### config.mk
export PLATFORM = sky130hd
export DESIGN_NAME = field_value_matcher_unit
export DESIGN_NICKNAME = d
export VERILOG_FILES = /design/src/hdl/fvm_pkg.sv /design/src/hdl/fvm_csr_regs.sv /design/src/hdl/fvm_field_track.sv /design/src/hdl/field_value_matcher_unit.sv
export SDC_FILE = /design/constraint.sdc
export NUM_CORES = 1
export LEC_CHECK = 0
export BUFFER_PORTS_ARGS = -buffer_cell sky130_fd_sc_hd__buf_2
export CAP_MARGIN = 20
export CORE_ASPECT_RATIO = 0.5
export CORE_MARGIN = 1.5
export CORE_UTILIZATION = 34
export DETAILED_ROUTE_END_ITERATION = 12
export PLACE_DENSITY_LB_ADDON = 0.3
export SETUP_SLACK_MARGIN = 0.4
export SYNTH_ARGS = -nofsm -noshare
export SYNTH_HDL_FRONTEND = slang
export SYNTH_SLANG_ARGS = --single-unit
### constraint.sdc
create_clock -name clock -period 5.3 [get_ports clock]
set_input_delay 0.53 -clock clock [delete_from_list [all_inputs] [get_ports clock]]
set_output_delay 0.53 -clock clock [all_outputs]
set_load 0.1 [all_outputs]
### src/hdl/fvm_pkg.sv
`default_nettype none

package fvm_pkg;

   // default number of field bytes kept for range decoding
   localparam int MAX_BYTES_DEFAULT = 8;

   // widths of the configuration port
   localparam int CSR_INDEX_W = 3;
   localparam int CSR_DATA_W  = 64;

   // configuration register indexes
   typedef enum logic [CSR_INDEX_W-1:0] {
      CSR_MATCH_ENABLE   = 3'd0,
      CSR_MATCH_MODE     = 3'd1,
      CSR_VALUE_KIND     = 3'd2,
      CSR_BIG_ENDIAN     = 3'd3,
      CSR_FIRST_OPERAND  = 3'd4,
      CSR_FIRST_LENGTH   = 3'd5,
      CSR_SECOND_OPERAND = 3'd6,
      CSR_SECOND_LENGTH  = 3'd7
   } csr_index_type;

   // match modes, codes 5 to 7 never match
   typedef enum logic [2:0] {
      MODE_EXACT  = 3'd0,
      MODE_PREFIX = 3'd1,
      MODE_MASK   = 3'd2,
      MODE_RANGE  = 3'd3,
      MODE_ANY    = 3'd4
   } mode_type;

   // integer size of a range decode, upper two bits of value_kind
   typedef enum logic [1:0] {
      SIZE_8  = 2'd0,
      SIZE_16 = 2'd1,
      SIZE_32 = 2'd2,
      SIZE_64 = 2'd3
   } size_type;

   // reset values of the registers that do not reset to zero
   localparam logic [2:0] VALUE_KIND_RESET = 3'd2;
   localparam logic       BIG_ENDIAN_RESET = 1'b1;

   // configuration as seen by the matching logic
   typedef struct packed {
      logic        match_enable;
      logic [2:0]  match_mode;
      logic [2:0]  value_kind;
      logic        big_endian;
      logic [63:0] first_operand;
      logic [3:0]  first_length;
      logic [63:0] second_operand;
      logic [3:0]  second_length;
   } cfg_type;

endpackage

`default_nettype wire

### src/hdl/fvm_csr_regs.sv
`default_nettype none

module fvm_csr_regs
   import fvm_pkg::*;
(
   input  wire logic                   clock,
   input  wire logic                   reset,
   input  wire logic                   csr_write_enable,
   input  wire logic [CSR_INDEX_W-1:0] csr_index,
   input  wire logic [CSR_DATA_W-1:0]  csr_write_data,
   output cfg_type                     cfg
);

   // register values after reset
   localparam cfg_type CFG_RESET = '{
      match_enable:   1'b0,
      match_mode:     3'd0,
      value_kind:     VALUE_KIND_RESET,
      big_endian:     BIG_ENDIAN_RESET,
      first_operand:  64'd0,
      first_length:   4'd0,
      second_operand: 64'd0,
      second_length:  4'd0
   };

   cfg_type cfg_ff;
   cfg_type cfg_in;

   // register write decode
   always_comb begin
      cfg_in = cfg_ff;
      if (csr_write_enable) begin
         unique case (csr_index_type'(csr_index))
            CSR_MATCH_ENABLE:   cfg_in.match_enable   = csr_write_data[0];
            CSR_MATCH_MODE:     cfg_in.match_mode     = csr_write_data[2:0];
            CSR_VALUE_KIND:     cfg_in.value_kind     = csr_write_data[2:0];
            CSR_BIG_ENDIAN:     cfg_in.big_endian     = csr_write_data[0];
            CSR_FIRST_OPERAND:  cfg_in.first_operand  = csr_write_data[63:0];
            CSR_FIRST_LENGTH:   cfg_in.first_length   = csr_write_data[3:0];
            CSR_SECOND_OPERAND: cfg_in.second_operand = csr_write_data[63:0];
            CSR_SECOND_LENGTH:  cfg_in.second_length  = csr_write_data[3:0];
            default:            cfg_in = cfg_ff;
         endcase
      end
   end

   always_ff @(posedge clock) begin
      if (reset) begin
         cfg_ff <= CFG_RESET;
      end else begin
         cfg_ff <= cfg_in;
      end
   end

   assign cfg = cfg_ff;

endmodule

`default_nettype wire

### src/hdl/fvm_field_track.sv
`default_nettype none

module fvm_field_track
   import fvm_pkg::*;
#(
   parameter int MAX_BYTES = MAX_BYTES_DEFAULT
) (
   input  wire logic       clock,
   input  wire logic       reset,
   input  wire cfg_type    cfg,
   input  wire logic       step,
   input  wire logic [7:0] data_byte,
   input  wire logic       last_byte,
   output logic            matched
);

   localparam logic [3:0] MAX_LEN = 4'(MAX_BYTES);
   localparam logic [3:0] COUNT_MAX = 4'd15;

   // running field state
   logic [3:0]             count_ff, count_in;
   logic                   bytes_equal_ff, bytes_equal_in;
   logic                   mask_equal_ff, mask_equal_in;
   logic [8*MAX_BYTES-1:0] gathered_ff, gathered_in;

   logic [3:0]  first_len;
   logic [3:0]  second_len;
   logic [7:0]  expect_byte;
   logic [7:0]  compare_byte;
   logic [63:0] gathered_wide;
   logic [63:0] raw_value;
   logic [63:0] field_value;
   logic [3:0]  need_len;
   logic        in_range;

   // operand lengths above the kept bytes count as the kept bytes
   assign first_len  = (cfg.first_length > MAX_LEN) ? MAX_LEN : cfg.first_length;
   assign second_len = (cfg.second_length > MAX_LEN) ? MAX_LEN : cfg.second_length;

   // operand bytes at the current position
   always_comb begin
      expect_byte  = '0;
      compare_byte = '0;
      for (int k = 0; k < 8; k++) begin
         if (count_ff == 4'(k)) begin
            expect_byte  = cfg.first_operand[8*k +: 8];
            compare_byte = cfg.second_operand[8*k +: 8];
         end
      end
      if (count_ff >= second_len) begin
         compare_byte = '0;
      end
   end

   // state update for this word
   always_comb begin
      bytes_equal_in = bytes_equal_ff;
      mask_equal_in  = mask_equal_ff;
      gathered_in    = gathered_ff;
      if (count_ff < first_len) begin
         if (data_byte != expect_byte) begin
            bytes_equal_in = 1'b0;
         end
         if ((data_byte & expect_byte) != compare_byte) begin
            mask_equal_in = 1'b0;
         end
      end
      for (int k = 0; k < MAX_BYTES; k++) begin
         if (count_ff == 4'(k)) begin
            gathered_in[8*k +: 8] = data_byte;
         end
      end
      count_in = (count_ff == COUNT_MAX) ? COUNT_MAX : count_ff + 4'd1;
   end

   // range decode of the gathered bytes
   assign gathered_wide = 64'(gathered_in);
   assign need_len      = 4'd1 << cfg.value_kind[2:1];

   always_comb begin
      raw_value   = '0;
      field_value = '0;
      unique case (size_type'(cfg.value_kind[2:1]))
         SIZE_8: begin
            raw_value   = {56'b0, gathered_wide[7:0]};
            field_value = cfg.value_kind[0] ? 64'($signed(raw_value[7:0])) : raw_value;
         end
         SIZE_16: begin
            raw_value = cfg.big_endian
               ? {48'b0, gathered_wide[7:0], gathered_wide[15:8]}
               : {48'b0, gathered_wide[15:0]};
            field_value = cfg.value_kind[0] ? 64'($signed(raw_value[15:0])) : raw_value;
         end
         SIZE_32: begin
            raw_value = cfg.big_endian
               ? {32'b0, gathered_wide[7:0], gathered_wide[15:8],
                  gathered_wide[23:16], gathered_wide[31:24]}
               : {32'b0, gathered_wide[31:0]};
            field_value = cfg.value_kind[0] ? 64'($signed(raw_value[31:0])) : raw_value;
         end
         SIZE_64: begin
            raw_value = cfg.big_endian
               ? {gathered_wide[7:0], gathered_wide[15:8], gathered_wide[23:16],
                  gathered_wide[31:24], gathered_wide[39:32], gathered_wide[47:40],
                  gathered_wide[55:48], gathered_wide[63:56]}
               : gathered_wide;
            // unsigned values past the signed maximum decode as zero
            field_value = (!cfg.value_kind[0] && raw_value[63]) ? '0 : raw_value;
         end
         default: begin
            raw_value   = '0;
            field_value = '0;
         end
      endcase
      // too few bytes in the field, or more than are kept
      if (need_len > MAX_LEN || count_in < need_len) begin
         field_value = '0;
      end
   end

   assign in_range = ($signed(cfg.first_operand) <= $signed(field_value))
                  && ($signed(field_value) <= $signed(cfg.second_operand));

   // decision on the final byte
   always_comb begin
      matched = 1'b1;
      if (cfg.match_enable) begin
         unique case (cfg.match_mode)
            MODE_EXACT:  matched = bytes_equal_in && (count_in == first_len);
            MODE_PREFIX: matched = bytes_equal_in && (count_in >= first_len);
            MODE_MASK:   matched = mask_equal_in && (count_in == first_len);
            MODE_RANGE:  matched = in_range;
            MODE_ANY:    matched = 1'b1;
            default:     matched = 1'b0;
         endcase
      end
   end

   // field state, cleared after the final byte
   always_ff @(posedge clock) begin
      if (reset) begin
         count_ff       <= '0;
         bytes_equal_ff <= 1'b1;
         mask_equal_ff  <= 1'b1;
         gathered_ff    <= '0;
      end else if (step) begin
         if (last_byte) begin
            count_ff       <= '0;
            bytes_equal_ff <= 1'b1;
            mask_equal_ff  <= 1'b1;
            gathered_ff    <= '0;
         end else begin
            count_ff       <= count_in;
            bytes_equal_ff <= bytes_equal_in;
            mask_equal_ff  <= mask_equal_in;
            gathered_ff    <= gathered_in;
         end
      end
   end

endmodule

`default_nettype wire

### src/hdl/field_value_matcher_unit.sv
// Field value matcher: checks one received protocol field, one byte per word,
// against the configured rule (exact, prefix, mask, signed range or any).
// Request channel: req_data_byte and req_last_byte, with req_valid and
// req_stall; a word is taken at an edge where req_valid is high and
// req_stall low. Response channel: one rsp_matched word per field, issued
// for the word that carries req_last_byte; other words give no response.
// A final byte is taken into the input register; its result is then held in
// the result register and shown on rsp_valid. Throughput: one byte per cycle,
// set by the single input and result registers, unless a final byte waits.
// When the receiver stalls, the result register holds; bytes that are not
// final keep flowing, and a final byte waits in the input register, which
// then raises req_stall until the result slot frees.
// Reset (synchronous, active high) empties both registers, clears the field
// state and returns all configuration registers to their reset values.
// Configuration is written through csr_write_enable, csr_index and
// csr_write_data, by the user only while no field is in progress (unchecked).
`default_nettype none

module field_value_matcher_unit
   import fvm_pkg::*;
#(
   parameter int MAX_BYTES = MAX_BYTES_DEFAULT
) (
   input  wire logic                   clock,
   input  wire logic                   reset,
   input  wire logic                   req_valid,
   output logic                        req_stall,
   input  wire logic [7:0]             req_data_byte,
   input  wire logic                   req_last_byte,
   output logic                        rsp_valid,
   input  wire logic                   rsp_stall,
   output logic                        rsp_matched,
   input  wire logic                   csr_write_enable,
   input  wire logic [CSR_INDEX_W-1:0] csr_index,
   input  wire logic [CSR_DATA_W-1:0]  csr_write_data
);

   cfg_type cfg;

   logic       in_valid_ff, in_valid_in;
   logic [7:0] in_byte_ff;
   logic       in_last_ff;
   logic       rsp_valid_ff, rsp_valid_in;
   logic       rsp_matched_ff;
   logic       out_free;
   logic       step;
   logic       req_take;
   logic       matched;

   fvm_csr_regs u_csr (
      .clock            (clock),
      .reset            (reset),
      .csr_write_enable (csr_write_enable),
      .csr_index        (csr_index),
      .csr_write_data   (csr_write_data),
      .cfg              (cfg)
   );

   fvm_field_track #(
      .MAX_BYTES (MAX_BYTES)
   ) u_track (
      .clock     (clock),
      .reset     (reset),
      .cfg       (cfg),
      .step      (step),
      .data_byte (in_byte_ff),
      .last_byte (in_last_ff),
      .matched   (matched)
   );

   // flow control: only a final byte needs the result slot
   assign out_free  = !rsp_valid_ff || !rsp_stall;
   assign step      = in_valid_ff && (!in_last_ff || out_free);
   assign req_stall = in_valid_ff && !step;
   assign req_take  = req_valid && !req_stall;

   // next occupancy of both registers
   always_comb begin
      in_valid_in = in_valid_ff;
      if (req_take) begin
         in_valid_in = 1'b1;
      end else if (step) begin
         in_valid_in = 1'b0;
      end
      rsp_valid_in = rsp_valid_ff;
      if (step && in_last_ff) begin
         rsp_valid_in = 1'b1;
      end else if (!rsp_stall) begin
         rsp_valid_in = 1'b0;
      end
   end

   // input register
   always_ff @(posedge clock) begin
      if (reset) begin
         in_valid_ff <= 1'b0;
      end else begin
         in_valid_ff <= in_valid_in;
      end
   end

   always_ff @(posedge clock) begin
      if (req_take) begin
         in_byte_ff <= req_data_byte;
         in_last_ff <= req_last_byte;
      end
   end

   // result register
   always_ff @(posedge clock) begin
      if (reset) begin
         rsp_valid_ff <= 1'b0;
      end else begin
         rsp_valid_ff <= rsp_valid_in;
      end
   end

   always_ff @(posedge clock) begin
      if (step && in_last_ff) begin
         rsp_matched_ff <= matched;
      end
   end

   assign rsp_valid   = rsp_valid_ff;
   assign rsp_matched = rsp_matched_ff;

`ifndef SYNTHESIS
   // a processed final byte always lands in the result register
   assert property (@(posedge clock) disable iff (reset)
      step && in_last_ff |=> rsp_valid)
      else $error("final byte processed without a result");

   // stall only when a final byte waits behind a stalled result
   assert property (@(posedge clock) disable iff (reset)
      req_stall |-> in_valid_ff && in_last_ff && rsp_valid_ff && rsp_stall)
      else $error("request stalled without cause");

   // with matching off every field passes
   assert property (@(posedge clock) disable iff (reset)
      step && in_last_ff && !cfg.match_enable |=> rsp_matched)
      else $error("field failed with matching off");
`endif

endmodule

`default_nettype wire

==> run_results.csv <==
group,metric,value,unit
sta,hold-worst-slack,152.7,ps
critical_path,cp.arrival,5100,ps
floorplanning,initial_core_util,0.3497,
critical_path,crit_fanout,27,
clock_tree,htreeDepth,1,
place,routabilityCongestion,1.020,
clock_tree,root_buffer,"clkbuf_16",
synthesis,async_flop_share,0,
clock_tree,cts_hold_buf,0,
pwr,total_power,4265,uW
synthesis,synth_area,16030,um2
grt,grt_start_max_net_pins,149,
sta,rsz0062_at_grt,"false",
detailed_routing,avgRoutedWirePerCell,22.94,um
synthesis,synthFlopType,"dfxtp_1",
finish,fin_nets,2429,
critical_path,r2r_setup_slack,490,ps
critical_path,timing.rr.start,"u_track.count_ff[1]",
floorplanning,die_x,310.0,um
critical_path,start_kind,"flop",
critical_path,r2r_cells,17,
floorplanning,io_pins,84,
floorplanning,core-area,45830,um2
sta,finalHoldViolations,0,
detailed_routing,wl,65080,um
run_status,outcome,"finished clean",
finish,final_cells,2837,
critical_path,cp-endpoint,"rsp_matched",
clock_tree,clock_sinks,226,
critical_path,end_kind,"flop",
pwr,ir_worst_vdd,0.1540,mV
sta,fmax,208.1,MHz
grt,grt_pass1_wl,95010,um
finish,syn_to_final_growth,13.98,%
synthesis,synth_warnings,0,
place,place_inst,2790,
grt,track_usage,0.2622,
pwr,p_leak,0.007136,uW
grt,antenna_found_initial,2,
sta,fin_crit_sh,0.9067,
synthesis,ys_seq_area_frac,0.2885,
sta,tightest_slew,1012,ps
synthesis,ys_ff_latch,226,
grt,grt_pass1_vias,14820,
place,io_buffers,83,
critical_path,crit_type,"flop to flop",
clock_tree,cts_tree,"built",
sta,finalSetupViolCount,0,
clock_tree,cts_buffers,23,
detailed_routing,ant_nets,0,
synthesis,avgSynthCellArea,7.437,um2
sta,slew_viol_final,0,
finish,drive_gt1_frac,0.1258,
run,cap_violations,0,
sta,finalSetupTns,0,ps
clock_tree,clock_path_buffers,3,
min_path,worstHoldPathType,"input pin to flop",
detailed_routing,drc_errors,0,
synthesis,syn_inst,2155,
sta,skew,16.31,ps
clock_tree,clk_pin_slew,70,ps
floorplanning,die-height,156.5,um
clock_tree,clock_latency,560,ps
critical_path,timing.rr.end,"rsp_matched",
detailed_routing,vias,16090,
pwr,power.density,233.5,nW/um2
critical_path,crit_required,5590,ps
floorplanning,rows,55,
grt,grt.overflow.total,0,
detailed_routing,firstDrtPassIters,7,
detailed_routing,drtIter0Drc,1939,
detailed_routing,avgViaCountPerCell,5.672,
sta,max_slew_margin,0.3228,
floorplanning,dieArea,48530,um2
critical_path,setup.worst_path.start,"u_track.count_ff[1]",
synthesis,synth_cell_types,85,
finish,final_core_util,0.3986,
sta,period_needed,4805,ps
synthesis,syn-num-nets,2390,
place,hpwl,49280,um
synthesis,synth_enable_flop_cells,10,
critical path, stage by stage (launching register included):
cell	delay, ps
dfxtp_2	390
ha_1	200
buf_4	170
nor3b_2	320
buf_4	400
mux2i_1	470
a22oi_1	160
a21oi_1	470
a211oi_1	140
ha_1	340
o21a_1	110
o21ai_0	70
a221o_1	400
a21oi_4	210
a2111oi_1	80
mux2_2	320
o21ai_1	200
o21ai_1	100
routing by layer:
metal	track usage	up-vias	share of wire
met5	0	-	0
met2	0.3756	666	0.40
met4	0.06806	0	0.028
li1	-	7701	-
met1	0.3720	7621	0.45
met3	0.08681	103	0.12
per-stage QoR:
| stage | setup WS [ps] | instance area [um2] |
|---|---|---|
| 2_1_floorplan | 645.9 | 16030 |
| 3_3_place_gp | 87.27 | 17270 |
| 3_5_place_dp | -45.32 | 17270 |
| 4_1_cts | 410.3 | 18070 |
| 5_1_grt | 373.9 | 18270 |
| 6_report | 494.7 | 18270 |
Yosys cell counts (29+ instances only):
cell | number | area share
a22oi_1 | 61 | 0.029
mux2i_1 | 70 | 0.044
nor2_1 | 179 | 0.042
buf_2 | 29 | 0.0091
inv_1 | 87 | 0.020
o211ai_1 | 39 | 0.018
dfxtp_1 | 216 | 0.27
ha_1 | 154 | 0.12
nand2_1 | 432 | 0.10
nand4_1 | 32 | 0.012
a21oi_1 | 312 | 0.097
clkbuf_1 | 110 | 0.026
o21ai_1 | 50 | 0.016
registers in the layout (all words and copies together) (netlist names):
register	cells
u_track.bytes_equal_ff	1
rsp_matched	1
u_track.mask_equal_ff	1
in_byte_ff	8
u_track.gathered_ff	64
in_last_ff	1
u_csr.cfg	144
rsp_valid	1
u_track.count_ff	4
in_valid_ff	1
cell type report:
class	count	area, um2
clock inverters	9	106.4
flip-flops and latches	226	4631
repair buffers	173	1199
clock buffers	31	656.9
well taps	627	784.5
multi-input cells	1681	10550
fillers	4858	27560
inverters	89	334.1
diodes	1	2.502
timing repair:
action | in CTS | in global routing
resized for setup | 8 | 30
cloned | 0 | 2
setup endpoints to repair | 1 | 2
setup buffers | 1 | 3
pin swaps | 0 | 7
cell usage in the layout, fill, tap and decap left out, types with 26 or more instances in the layout:
cell type,n
mux2i_1,66
dfxtp_1,213
nand2_1,431
o211ai_1,39
a21oi_1,302
o21ai_1,51
ha_1,152
inv_1,87
nand4_1,32
a22oi_1,61
buf_4,82
buf_2,82
a21o_1,26
nor2_1,178
clkbuf_16,26
kinds of logic (layout without fill, tap and decap cells):
| family | after synthesis | count (layout) | share of synthesized area |
|---|---|---|---|
| other cells | 0 | 1 | 0 |
| mux | 90 | 90 | 0.05918 |
| xor+xnor | 1 | 1 | 0.0005466 |
| buf+inv | 248 | 302 | 0.06503 |
| simple gates | 770 | 770 | 0.2082 |
| flops | 226 | 226 | 0.2885 |
| fa+ha+maj | 154 | 154 | 0.1202 |
| compound gates | 666 | 666 | 0.2583 |
worst min path at each step:
stage | start | endpoint | slack (ps) | depth (start not counted)
floorplan | u_track.mask_equal_ff | u_track.mask_equal_ff | 430 | 2
global placement | u_csr.cfg[26] | u_csr.cfg[26] | 440 | 2
detailed placement | u_csr.cfg[21] | u_csr.cfg[21] | 450 | 2
CTS | req_data_byte[0] | in_byte_ff[0] | 140 | 1
global route | req_data_byte[0] | in_byte_ff[0] | 130 | 1
finish | req_data_byte[0] | in_byte_ff[0] | 150 | 1
report_power, final:
group / leakage (uW) / total (uW) / switching [uW] / internal (uW)
clock network: 0.000375 / 1730 / 765 / 969
registers: 0.00184 / 1790 / 47.4 / 1740
logic: 0.00492 / 741 / 479 / 262
(Power assumes the default switching activity.)
